**src/rtl/core/lcs_pkg.sv**
```systemverilog
package lcs_pkg;

  // Byte codes the filter looks at
  localparam logic [7:0] ChHash      = 8'h23;
  localparam logic [7:0] ChBackslash = 8'h5C;
  localparam logic [7:0] ChLf        = 8'h0A;
  localparam logic [7:0] ChCr        = 8'h0D;
  localparam logic [7:0] ChSpace     = 8'h20;
  localparam logic [7:0] ChTab       = 8'h09;
  localparam logic [7:0] ChNone      = 8'h00;

  // Depth of the result buffer, equal to the most results one byte can cause
  localparam int unsigned OutDepth = 2;

  // Filter mode, one-hot
  typedef enum logic [5:0] {
    M_START       = 6'b000001,
    M_NORMAL      = 6'b000010,
    M_AFTER_LE    = 6'b000100,
    M_AFTER_MERGE = 6'b001000,
    M_BLANKS      = 6'b010000,
    M_COMMENT     = 6'b100000
  } mode_e;

  // One filtered result item
  typedef struct packed {
    logic [7:0] character;
    logic       end_marker;
    logic       last;
  } res_t;

  // Everything one step produces: results to push and the next state
  typedef struct packed {
    logic [1:0] count;
    res_t       res0;
    res_t       res1;
    mode_e      mode;
    logic       line_end_was_cr;
  } step_t;

endpackage

```
**src/rtl/core/line_join_comment_strip_filter.sv**
```systemverilog
// Channel   Direction  tdata                                  tuser  tlast
// s_axis    in         [7:0] byte_req                          -      end_of_text
// m_axis    out        [7:0] character, [8] end_marker, 0 pad  -      last
//
// One byte per cycle enters an input register while s_axis_tready_o is high;
// the step logic and a two-entry result buffer follow. A byte is retired when
// its results fit in the buffer; each of its results leaves as its own transfer.
// Reset puts the filter at start of text with both stages empty.
// A stall on m_axis fills the result buffer and then the input register
// before s_axis_tready_o drops.
module line_join_comment_strip_filter (
  input  logic        clk_i,
  input  logic        rst_ni,
  input  logic        s_axis_tvalid_i,
  output logic        s_axis_tready_o,
  input  logic [7:0]  s_axis_tdata_i,   // [7:0] byte_req
  input  logic        s_axis_tlast_i,   // end_of_text
  output logic        m_axis_tvalid_o,
  input  logic        m_axis_tready_i,
  output logic [15:0] m_axis_tdata_o,   // [7:0] character, [8] end_marker
  output logic        m_axis_tlast_o    // last
);
  import lcs_pkg::*;

  logic       in_valid_q;
  logic [7:0] in_byte_q;
  logic       in_eot_q;
  mode_e      mode_q, mode_d;
  logic       lecr_q, lecr_d;
  step_t      step;
  logic       room;
  logic       consume;
  res_t       head;
  logic [1:0] buf_count;

  assign consume         = in_valid_q && room;
  assign s_axis_tready_o = !in_valid_q || consume;

  // Input register
  always_ff @(posedge clk_i or negedge rst_ni) begin
    if (!rst_ni) begin
      in_valid_q <= 1'b0;
    end else if (s_axis_tready_o) begin
      in_valid_q <= s_axis_tvalid_i;
    end
  end

  always_ff @(posedge clk_i) begin
    if (s_axis_tready_o && s_axis_tvalid_i) begin
      in_byte_q <= s_axis_tdata_i;
      in_eot_q  <= s_axis_tlast_i;
    end
  end

  // Filter step
  lcs_step u_step (
    .byte_i (in_byte_q),
    .eot_i  (in_eot_q),
    .mode_i (mode_q),
    .lecr_i (lecr_q),
    .step_o (step)
  );

  // Filter state, advanced when a byte retires
  assign mode_d = consume ? step.mode : mode_q;
  assign lecr_d = consume ? step.line_end_was_cr : lecr_q;

  always_ff @(posedge clk_i or negedge rst_ni) begin
    if (!rst_ni) begin
      mode_q <= M_START;
      lecr_q <= 1'b0;
    end else begin
      mode_q <= mode_d;
      lecr_q <= lecr_d;
    end
  end

  // Result buffer
  lcs_out_buf u_out_buf (
    .clk_i   (clk_i),
    .rst_ni  (rst_ni),
    .push_i  (in_valid_q),
    .step_i  (step),
    .room_o  (room),
    .valid_o (m_axis_tvalid_o),
    .ready_i (m_axis_tready_i),
    .head_o  (head),
    .count_o (buf_count)
  );

  assign m_axis_tdata_o = {7'd0, head.end_marker, head.character};
  assign m_axis_tlast_o = head.last;

  // Buffer never holds more than its depth
  a_count_bound: assert property (@(posedge clk_i) disable iff (!rst_ni)
    buf_count <= 2'(OutDepth))
    else $error("result buffer overflow");

  // Two results from one byte only enter a buffer that is empty or empties this cycle
  a_pair_fits: assert property (@(posedge clk_i) disable iff (!rst_ni)
    (consume && step.count == 2'd2) |->
      (buf_count == 2'd0 || (buf_count == 2'd1 && m_axis_tready_i)))
    else $error("result pair pushed without room");

  // The end marker closes the results of its byte and carries no character
  a_end_marker_last: assert property (@(posedge clk_i) disable iff (!rst_ni)
    (m_axis_tvalid_o && m_axis_tdata_o[8]) |-> (m_axis_tlast_o && m_axis_tdata_o[7:0] == ChNone))
    else $error("end marker not last or not zero");

  // End of text returns the filter to start of text
  a_eot_restart: assert property (@(posedge clk_i) disable iff (!rst_ni)
    (consume && in_eot_q) |=> (mode_q == M_START && !lecr_q))
    else $error("filter did not restart after end of text");

endmodule

```
**src/rtl/core/lcs_step.sv**
```systemverilog
module lcs_step (
  input  logic [7:0]          byte_i,
  input  logic                eot_i,
  input  lcs_pkg::mode_e      mode_i,
  input  logic                lecr_i,
  output lcs_pkg::step_t      step_o
);
  import lcs_pkg::*;

  logic is_le;
  logic is_blank;
  logic is_merge;

  assign is_le    = (byte_i == ChLf) || (byte_i == ChCr);
  assign is_blank = (byte_i == ChSpace) || (byte_i == ChTab);
  assign is_merge = (lecr_i && (byte_i == ChLf)) || (!lecr_i && (byte_i == ChCr));

  // Next mode and results for one raw byte
  always_comb begin
    step_o                 = '0;
    step_o.mode            = mode_i;
    step_o.line_end_was_cr = lecr_i;
    step_o.res0            = '{character: ChNone, end_marker: 1'b0, last: 1'b0};
    step_o.res1            = '{character: ChNone, end_marker: 1'b0, last: 1'b0};

    if (eot_i) begin
      // pending newline, then the end marker
      if ((mode_i == M_AFTER_LE) || (mode_i == M_AFTER_MERGE) || (mode_i == M_BLANKS)) begin
        step_o.count = 2'd2;
        step_o.res0  = '{character: ChLf, end_marker: 1'b0, last: 1'b0};
        step_o.res1  = '{character: ChNone, end_marker: 1'b1, last: 1'b1};
      end else begin
        step_o.count = 2'd1;
        step_o.res0  = '{character: ChNone, end_marker: 1'b1, last: 1'b1};
      end
      step_o.mode            = M_START;
      step_o.line_end_was_cr = 1'b0;
    end else begin
      case (mode_i)
        M_NORMAL: begin
          if (is_le) begin
            step_o.mode            = M_AFTER_LE;
            step_o.line_end_was_cr = (byte_i == ChCr);
          end else begin
            step_o.mode  = M_NORMAL;
            step_o.count = 2'd1;
            step_o.res0  = '{character: byte_i, end_marker: 1'b0, last: 1'b1};
          end
        end
        M_AFTER_LE, M_AFTER_MERGE, M_BLANKS: begin
          if ((mode_i == M_AFTER_LE) && is_merge) begin
            step_o.mode = M_AFTER_MERGE;
          end else if ((mode_i != M_BLANKS) && (byte_i == ChHash)) begin
            step_o.mode = M_COMMENT;
          end else if (is_blank) begin
            step_o.mode = M_BLANKS;
          end else if (byte_i == ChBackslash) begin
            // lines are joined
            step_o.mode = M_NORMAL;
          end else if (is_le) begin
            // newline for the previous line end, this one is now pending
            step_o.count           = 2'd1;
            step_o.res0            = '{character: ChLf, end_marker: 1'b0, last: 1'b1};
            step_o.mode            = M_AFTER_LE;
            step_o.line_end_was_cr = (byte_i == ChCr);
          end else begin
            step_o.count = 2'd2;
            step_o.res0  = '{character: ChLf, end_marker: 1'b0, last: 1'b0};
            step_o.res1  = '{character: byte_i, end_marker: 1'b0, last: 1'b1};
            step_o.mode  = M_NORMAL;
          end
        end
        M_COMMENT: begin
          if (is_le) begin
            step_o.mode            = M_AFTER_LE;
            step_o.line_end_was_cr = (byte_i == ChCr);
          end else begin
            step_o.mode = M_COMMENT;
          end
        end
        default: begin
          // start of text, and any code that is not a mode
          if (byte_i == ChHash) begin
            step_o.mode = M_COMMENT;
          end else if (is_le) begin
            step_o.mode            = M_AFTER_LE;
            step_o.line_end_was_cr = (byte_i == ChCr);
          end else begin
            step_o.mode  = M_NORMAL;
            step_o.count = 2'd1;
            step_o.res0  = '{character: byte_i, end_marker: 1'b0, last: 1'b1};
          end
        end
      endcase
    end
  end

endmodule

```
**src/rtl/core/lcs_out_buf.sv**
```systemverilog
module lcs_out_buf (
  input  logic            clk_i,
  input  logic            rst_ni,
  input  logic            push_i,
  input  lcs_pkg::step_t  step_i,
  output logic            room_o,
  output logic            valid_o,
  input  logic            ready_i,
  output lcs_pkg::res_t   head_o,
  output logic [1:0]      count_o
);
  import lcs_pkg::*;

  logic [1:0] cnt_q, cnt_d;
  logic [1:0] cnt_pop;
  logic [1:0] free;
  logic       pop;
  res_t       ent_q [OutDepth];
  res_t       ent_d [OutDepth];

  assign pop     = valid_o && ready_i;
  assign cnt_pop = cnt_q - {1'b0, pop};
  assign free    = 2'(OutDepth) - cnt_pop;
  assign room_o  = (step_i.count <= free);
  assign valid_o = (cnt_q != 2'd0);
  assign head_o  = ent_q[0];
  assign count_o = cnt_q;

  // Shift out the head on a transfer, then append new results behind it
  always_comb begin
    ent_d[0] = pop ? ent_q[1] : ent_q[0];
    ent_d[1] = ent_q[1];
    cnt_d    = cnt_pop;
    if (push_i && room_o) begin
      if (step_i.count != 2'd0) begin
        ent_d[cnt_pop[0]] = step_i.res0;
      end
      if (step_i.count == 2'd2) begin
        ent_d[1] = step_i.res1;
      end
      cnt_d = cnt_pop + step_i.count;
    end
  end

  always_ff @(posedge clk_i or negedge rst_ni) begin
    if (!rst_ni) begin
      cnt_q <= 2'd0;
    end else begin
      cnt_q <= cnt_d;
    end
  end

  always_ff @(posedge clk_i) begin
    ent_q[0] <= ent_d[0];
    ent_q[1] <= ent_d[1];
  end

endmodule

```
**config.mk**
```make
export PLATFORM = sky130hd
export DESIGN_NAME = line_join_comment_strip_filter
export DESIGN_NICKNAME = d
export VERILOG_FILES = /design/src/rtl/core/lcs_pkg.sv /design/src/rtl/core/line_join_comment_strip_filter.sv /design/src/rtl/core/lcs_step.sv /design/src/rtl/core/lcs_out_buf.sv
export SDC_FILE = /design/constraint.sdc
export NUM_CORES = 1
export LEC_CHECK = 0
export ABC_AREA = 1
export BUFFER_PORTS_ARGS = -buffer_cell sky130_fd_sc_hd__buf_2
export CAP_MARGIN = 15
export CORE_ASPECT_RATIO = 1.4
export CORE_MARGIN = 2
export CORE_UTILIZATION = 60
export CTS_CLUSTER_DIAMETER = 30
export CTS_CLUSTER_SIZE = 16
export DETAILED_ROUTE_END_ITERATION = 10
export PLACE_DENSITY = 0.9
export SLEW_MARGIN = 20
export SYNTH_ARGS = -nofsm -noshare
export SYNTH_HDL_FRONTEND = slang
export SYNTH_SLANG_ARGS = --single-unit
export TNS_END_PERCENT = 5
```
**constraint.sdc**
```tcl
create_clock -name clk_i -period 8.54 [get_ports clk_i]
set_clock_uncertainty 0.1 [all_clocks]
set_input_delay 1.708 -clock clk_i [delete_from_list [all_inputs] [get_ports clk_i]]
set_output_delay 1.708 -clock clk_i [all_outputs]
set_load 0.05 [all_outputs]
```
* Word-level counts from Yosys, hierarchy flattened
Memory sizes are Yosys's and may differ from the RTL's.
Index checks and enable logic that the tools add are counted.
** Storage, ports and cells
- Bits in registers :: 19
- Memory bits (writable) :: 20
- Bits of input ports :: 13
- Output and inout port bits :: 19
- Word-level logic and storage cells :: 87
- Memories :: 1
** Memory list
- u_out_buf.ent_q :: depth 2, bits a word 10, rd ports 2, clocked after memory_dff 0, write ports 2, line lcs_out_buf.sv:18 : res_t ent_q [OutDepth];
** Cells by class
- $add $sub $neg :: 3
- Order comparisons :: 3
- Equality and inequality tests :: 18
- Muxes and demuxes :: 35
- Bitwise gates (word level) :: 1
- Reduce and logical (&&, ||, !) cells :: 20
** Operators by type and width (number)
- two-way mux 22 bit :: 4
- two-way mux 10 bit :: 5
- two-way mux 20 bit :: 2
- two-way mux 12 bit :: 3
- one-hot mux 12 bit (3 select lines) :: 1
- two-way mux 6 bit :: 5
- two-way mux 29 bit :: 1
- == test 8 x 4 -> 1 bit (second input constant) :: 3
- one-hot mux 7 bit (3 select lines) :: 1
- bitwise mux 20 bit :: 1
- == test 8 x 6 -> 1 bit (second input constant) :: 2
- != test 3 bit (second input constant) :: 4
- two-way mux 11 bit :: 1
- demux 10 bit (select 1 bit) :: 1
- == test 8 x 7 -> 1 bit (second input constant) :: 1
- logical AND 1 bit :: 8
- == test 6 x 2 -> 1 bit (second input constant) :: 1
- == test 6 x 3 -> 1 bit (second input constant) :: 1
- == test 6 x 4 -> 1 bit (second input constant) :: 1
- == test 6 x 5 -> 1 bit (second input constant) :: 1
- == test 6 bit (second input constant) :: 1
- logical OR 1 bit :: 6
- two-way mux 1 bit :: 6
- two-way mux 3 bit :: 2
- other kinds (15) :: 18

* Depth between registers and ports, before layout
- Depth after elaboration :: 13
- Depth in mapped cells :: 21

* Modules after synthesis
From an unflattened synthesis, not the netlist that was laid out.
** Unflattened totals
- Cell total of the unflattened synthesis :: 380
- Area total of the unflattened synthesis :: 2756.4 µm²
** By module, submodules not included
- lcs_out_buf :: instances 1, cells an instance 181, area an instance 1340.0 µm², seq. area each 550.5 µm²
- lcs_step :: instances 1, cells an instance 145, area an instance 729.4 µm², seq. area each 0.0 µm²
- line_join_comment_strip_filter :: instances 1, cells an instance 54, area an instance 686.9 µm², seq. area each 471.7 µm²

* Worst setup path after synthesis
No wires, ideal clock.
- Path type :: input to output
- Start :: input m_axis_tready_i
- End :: output s_axis_tready_o
- Arrival time :: 3.712 ns
- Setup slack :: 3.020 ns
- Cell stages on the path :: 9
- Buffers on the path :: 1
- Cell sequence :: nand2_1 -> clkinv_1 -> ha_1 -> clkbuf_1 -> xor2_1 -> ha_1 -> inv_1 -> o21bai_1 -> nand3_1
** Between the ends
- Cells in the longest elaborated chain, start to end :: 6
** Ends and longest elaborated chain
- start: declaration :: line line_join_comment_strip_filter.sv:19 : input logic m_axis_tready_i,
- logical AND 1 bit :: line lcs_out_buf.sv:21 : assign pop = valid_o && ready_i;
- subtractor 2 x 1 -> 2 bit :: line lcs_out_buf.sv:22 : assign cnt_pop = cnt_q - {1'b0, pop};
- subtractor 2 bit :: line lcs_out_buf.sv:23 : assign free = 2'(OutDepth) - cnt_pop;
- less-or-equal comparator 2 bit :: line lcs_out_buf.sv:24 : assign room_o = (step_i.count <= free);
- logical AND 1 bit :: line line_join_comment_strip_filter.sv:36 : assign consume = in_valid_q && room;
- logical OR 1 bit :: line line_join_comment_strip_filter.sv:37 : assign s_axis_tready_o = !in_valid_q || consume;
- end: declaration :: line line_join_comment_strip_filter.sv:15 : output logic s_axis_tready_o,
No other way between the ends.

* Worst setup path after layout
Same ends and word-level chain as after synthesis.

==> impl_metrics.tcl <==
set metrics [dict create \
    status "completed" \
    synth_area_um2 2570 \
    dieArea_um2 4830 \
    worst_slew_pin_slew_ns 0.691 \
    die_w_um 59.3 \
    avgSynthCellArea_um2 7.50 \
    drt_pass1_iterations 4 \
    cap_violations 0 \
    cts_sinks 39 \
    hold_class "register to register" \
    fin_tns_setup_ns 0 \
    critPathBufInv 5 \
    antenna_found_initial 0 \
    worstPathRequired_ns 6.73 \
    postCtsSetupBuffers 0 \
    crit_fanout 23 \
    arrival_ns 4.54 \
    post-route-period-util_pct 74.3 \
    start_util_pct 61.7 \
    dieHeight_um 81.5 \
    clk_pin_slew_ns 0.07 \
    pwr_density_cell_nw_per_um2 455 \
    endpoint_kind "output port" \
    area_growth_pct 5.55 \
    ctsResizeCount 0 \
    worstSetupPathType "input port to output port" \
    grt_usage_pct 22.6 \
    dpl.hpwl_um 3820 \
    drt_iter0_drc 86 \
    timing.hold.ws_ns 0.421 \
    drc 0 \
    synth_fa_ha_area_share_pct 1.95 \
    layout-drive-gt1-share_pct 19.6 \
    critical_path.cell_chain "buf_2 > nand2_1 > clkinv_1 > ha_1 > inv_1 > ha_1 > inv_1 > nand2_1 > nand3_1 > buf_2" \
    setup_viol 0 \
    yosys.area_share.simple_pct 36.5 \
    syn_inst 343 \
    cts_hold_buffers 0 \
    detail-route-antenna-nets 0 \
    cts_root_buffer "clkbuf_8" \
    rsz0062_at_grt "false" \
    final_cell_mix "nand2_1, inv_1, nor2_1" \
    nets 374 \
    synth.area.mux_share_pct 0 \
    core_um2 4170 \
    yosysWarnings 0 \
    num_rows 28 \
    io_pins 32 \
    synth_top_family_by_area "simple AND/OR/NAND/NOR gates" \
    grt_pass1_vias 2183 \
    p_leak_nw 1.36 \
    synth_compound_area_share_pct 8.18 \
    slew_viol_final 0 \
    grt_pass1_wl_um 8350 \
    cts_tree "done" \
    vias 2195 \
    finalCriticalPeriod_ns 6.34 \
    crit_family "adder cells" \
    routed_wl_um 4910 \
    ys_ff_latch 39 \
    slew-limit-headroom_pct 53.9 \
    max_stage_delay_ns 0.82 \
    dpl_cell_area_um2 2610 \
    synth_cell_types 43 \
    layout_commonest_cell "nand2_1" \
    cp-start-kind "input port" \
    clockBufferDepth 2 \
    gp_congestion 0.902 \
    clock_latency_ns 0.29 \
    cp_slowest_cell "ha_1" \
    grt_max_degree 24 \
    h-tree-depth 2 \
    synth-xor-area-share_pct 1.02 \
    viasPerCell 5.45 \
    final_area_um2 2710 \
    cts_buffers 5 \
    wl_per_cell_um 12.2 \
    hold_viol_final 0 \
    antenna-diode-count 0 \
    ys_seq_area_share_pct 39.8 \
    ir_drop_mv 0.204 \
    fmax_mhz 158 \
    port_buffers 24 \
    overflow 0 \
]
==> worst min-delay path, delay by kind of cell, from the launching register on <==
family / cells / cell delay [ns]
flops: 1 / 0.36
simple gates: 1 / 0.06
compound gates: 1 / 0.06
==> stage by stage <==
step	power, W	setup WS, ns	utilization (%)	cells
floorplan	0.000982	3.02	-	349
global placement	0.00106	2.32	62.5	395
detailed placement	0.00108	2.19	62.5	395
CTS	0.00124	2.17	65.1	403
global route	0.00134	1.90	65.1	403
finish	0.00124	2.20	65.1	403
==> worst paths after layout <==
kind,startpoint,depth (start not counted),endpoint,slack [ns]
max,m_axis_tready_i,10,s_axis_tready_o,2.20
min,lecr_q$_DFFE_PN0P_,2,lecr_q$_DFFE_PN0P_,0.42
max reg2reg,u_out_buf.count_o[1]$_DFF_PN0_,13,u_out_buf.ent_q[0][18]$_DFFE_PP_,4.15
min reg2reg,lecr_q$_DFFE_PN0P_,2,lecr_q$_DFFE_PN0P_,0.42
max in group asynchronous,rst_ni,1,mode_q[0]$_DFFE_PN1N_,6.92
min in group asynchronous,rst_ni,1,mode_q[2]$_DFFE_PN0N_,1.16
==> final cells by class <==
cell class | count | area, um2
timing repair buffer | 24 | 120
multi-input combinational | 246 | 1250
clock inverter | 3 | 38.8
tap | 45 | 56.3
clock buffer | 5 | 68.8
fill | 350 | 1460
inverter | 41 | 156
sequential | 39 | 1020
==> sequential cells by signal, summed over array words and instances (netlist names) <==
register / cells
in_byte_q: 8
in_eot_q: 1
in_valid_q: 1
lecr_q: 1
mode_q: 6
u_out_buf.count_o: 2
u_out_buf.ent_q: 20
==> logic make-up after synthesis <==
group | Yosys count
other | 1
adders and majority gates | 4
AOI/OAI and AO/OA | 31
buffers and inverters | 64
and+or+nand+nor | 201
DFF | 39
xor gates and xnor gates | 3
==> per-layer routing <==
| layer | track usage [%] | up-vias | part of all wire [%] |
|---|---|---|---|
| met4 | 14.1 | 0 | 3.7 |
| met2 | 43.0 | 73 | 53 |
| met3 | 4.25 | 20 | 4.4 |
| met5 | 0 | - | 0 |
| met1 | 21.4 | 995 | 39 |
| li1 | - | 1107 | - |
==> synth_stat cells, drive strengths merged <==
library cell | count | area, um2
a21oi | 6 | 45.1
a32oi | 1 | 8.76
buf | 20 | 153
clkbuf | 3 | 11.3
clkinv | 2 | 7.51
conb | 1 | 3.75
dfrtp | 9 | 225
dfstp | 1 | 26.3
dfxtp | 10 | 200
edfxtp | 19 | 571
ha | 4 | 50.1
inv | 39 | 149
nand2 | 133 | 538
nand3 | 19 | 135
nand4 | 12 | 81.3
nor2 | 33 | 158
nor3 | 3 | 20.0
o211ai | 1 | 7.51
o21ai | 17 | 108
o21bai | 2 | 15.0
o22ai | 3 | 18.8
o31ai | 1 | 7.51
or2 | 1 | 6.26
xnor2 | 1 | 8.76
xor2 | 2 | 17.5
==> power by group <==
part	leakage, nW	total (W)	switching, W	internal [W]
logic	0.911	0.000720	0.000521	0.000198
clock network	0.0556	0.000149	0.0000635	0.0000855
registers	0.394	0.000367	0.0000465	0.000321
total	1.36	0.00124	0.000631	0.000605
(Power assumes the default switching activity.)
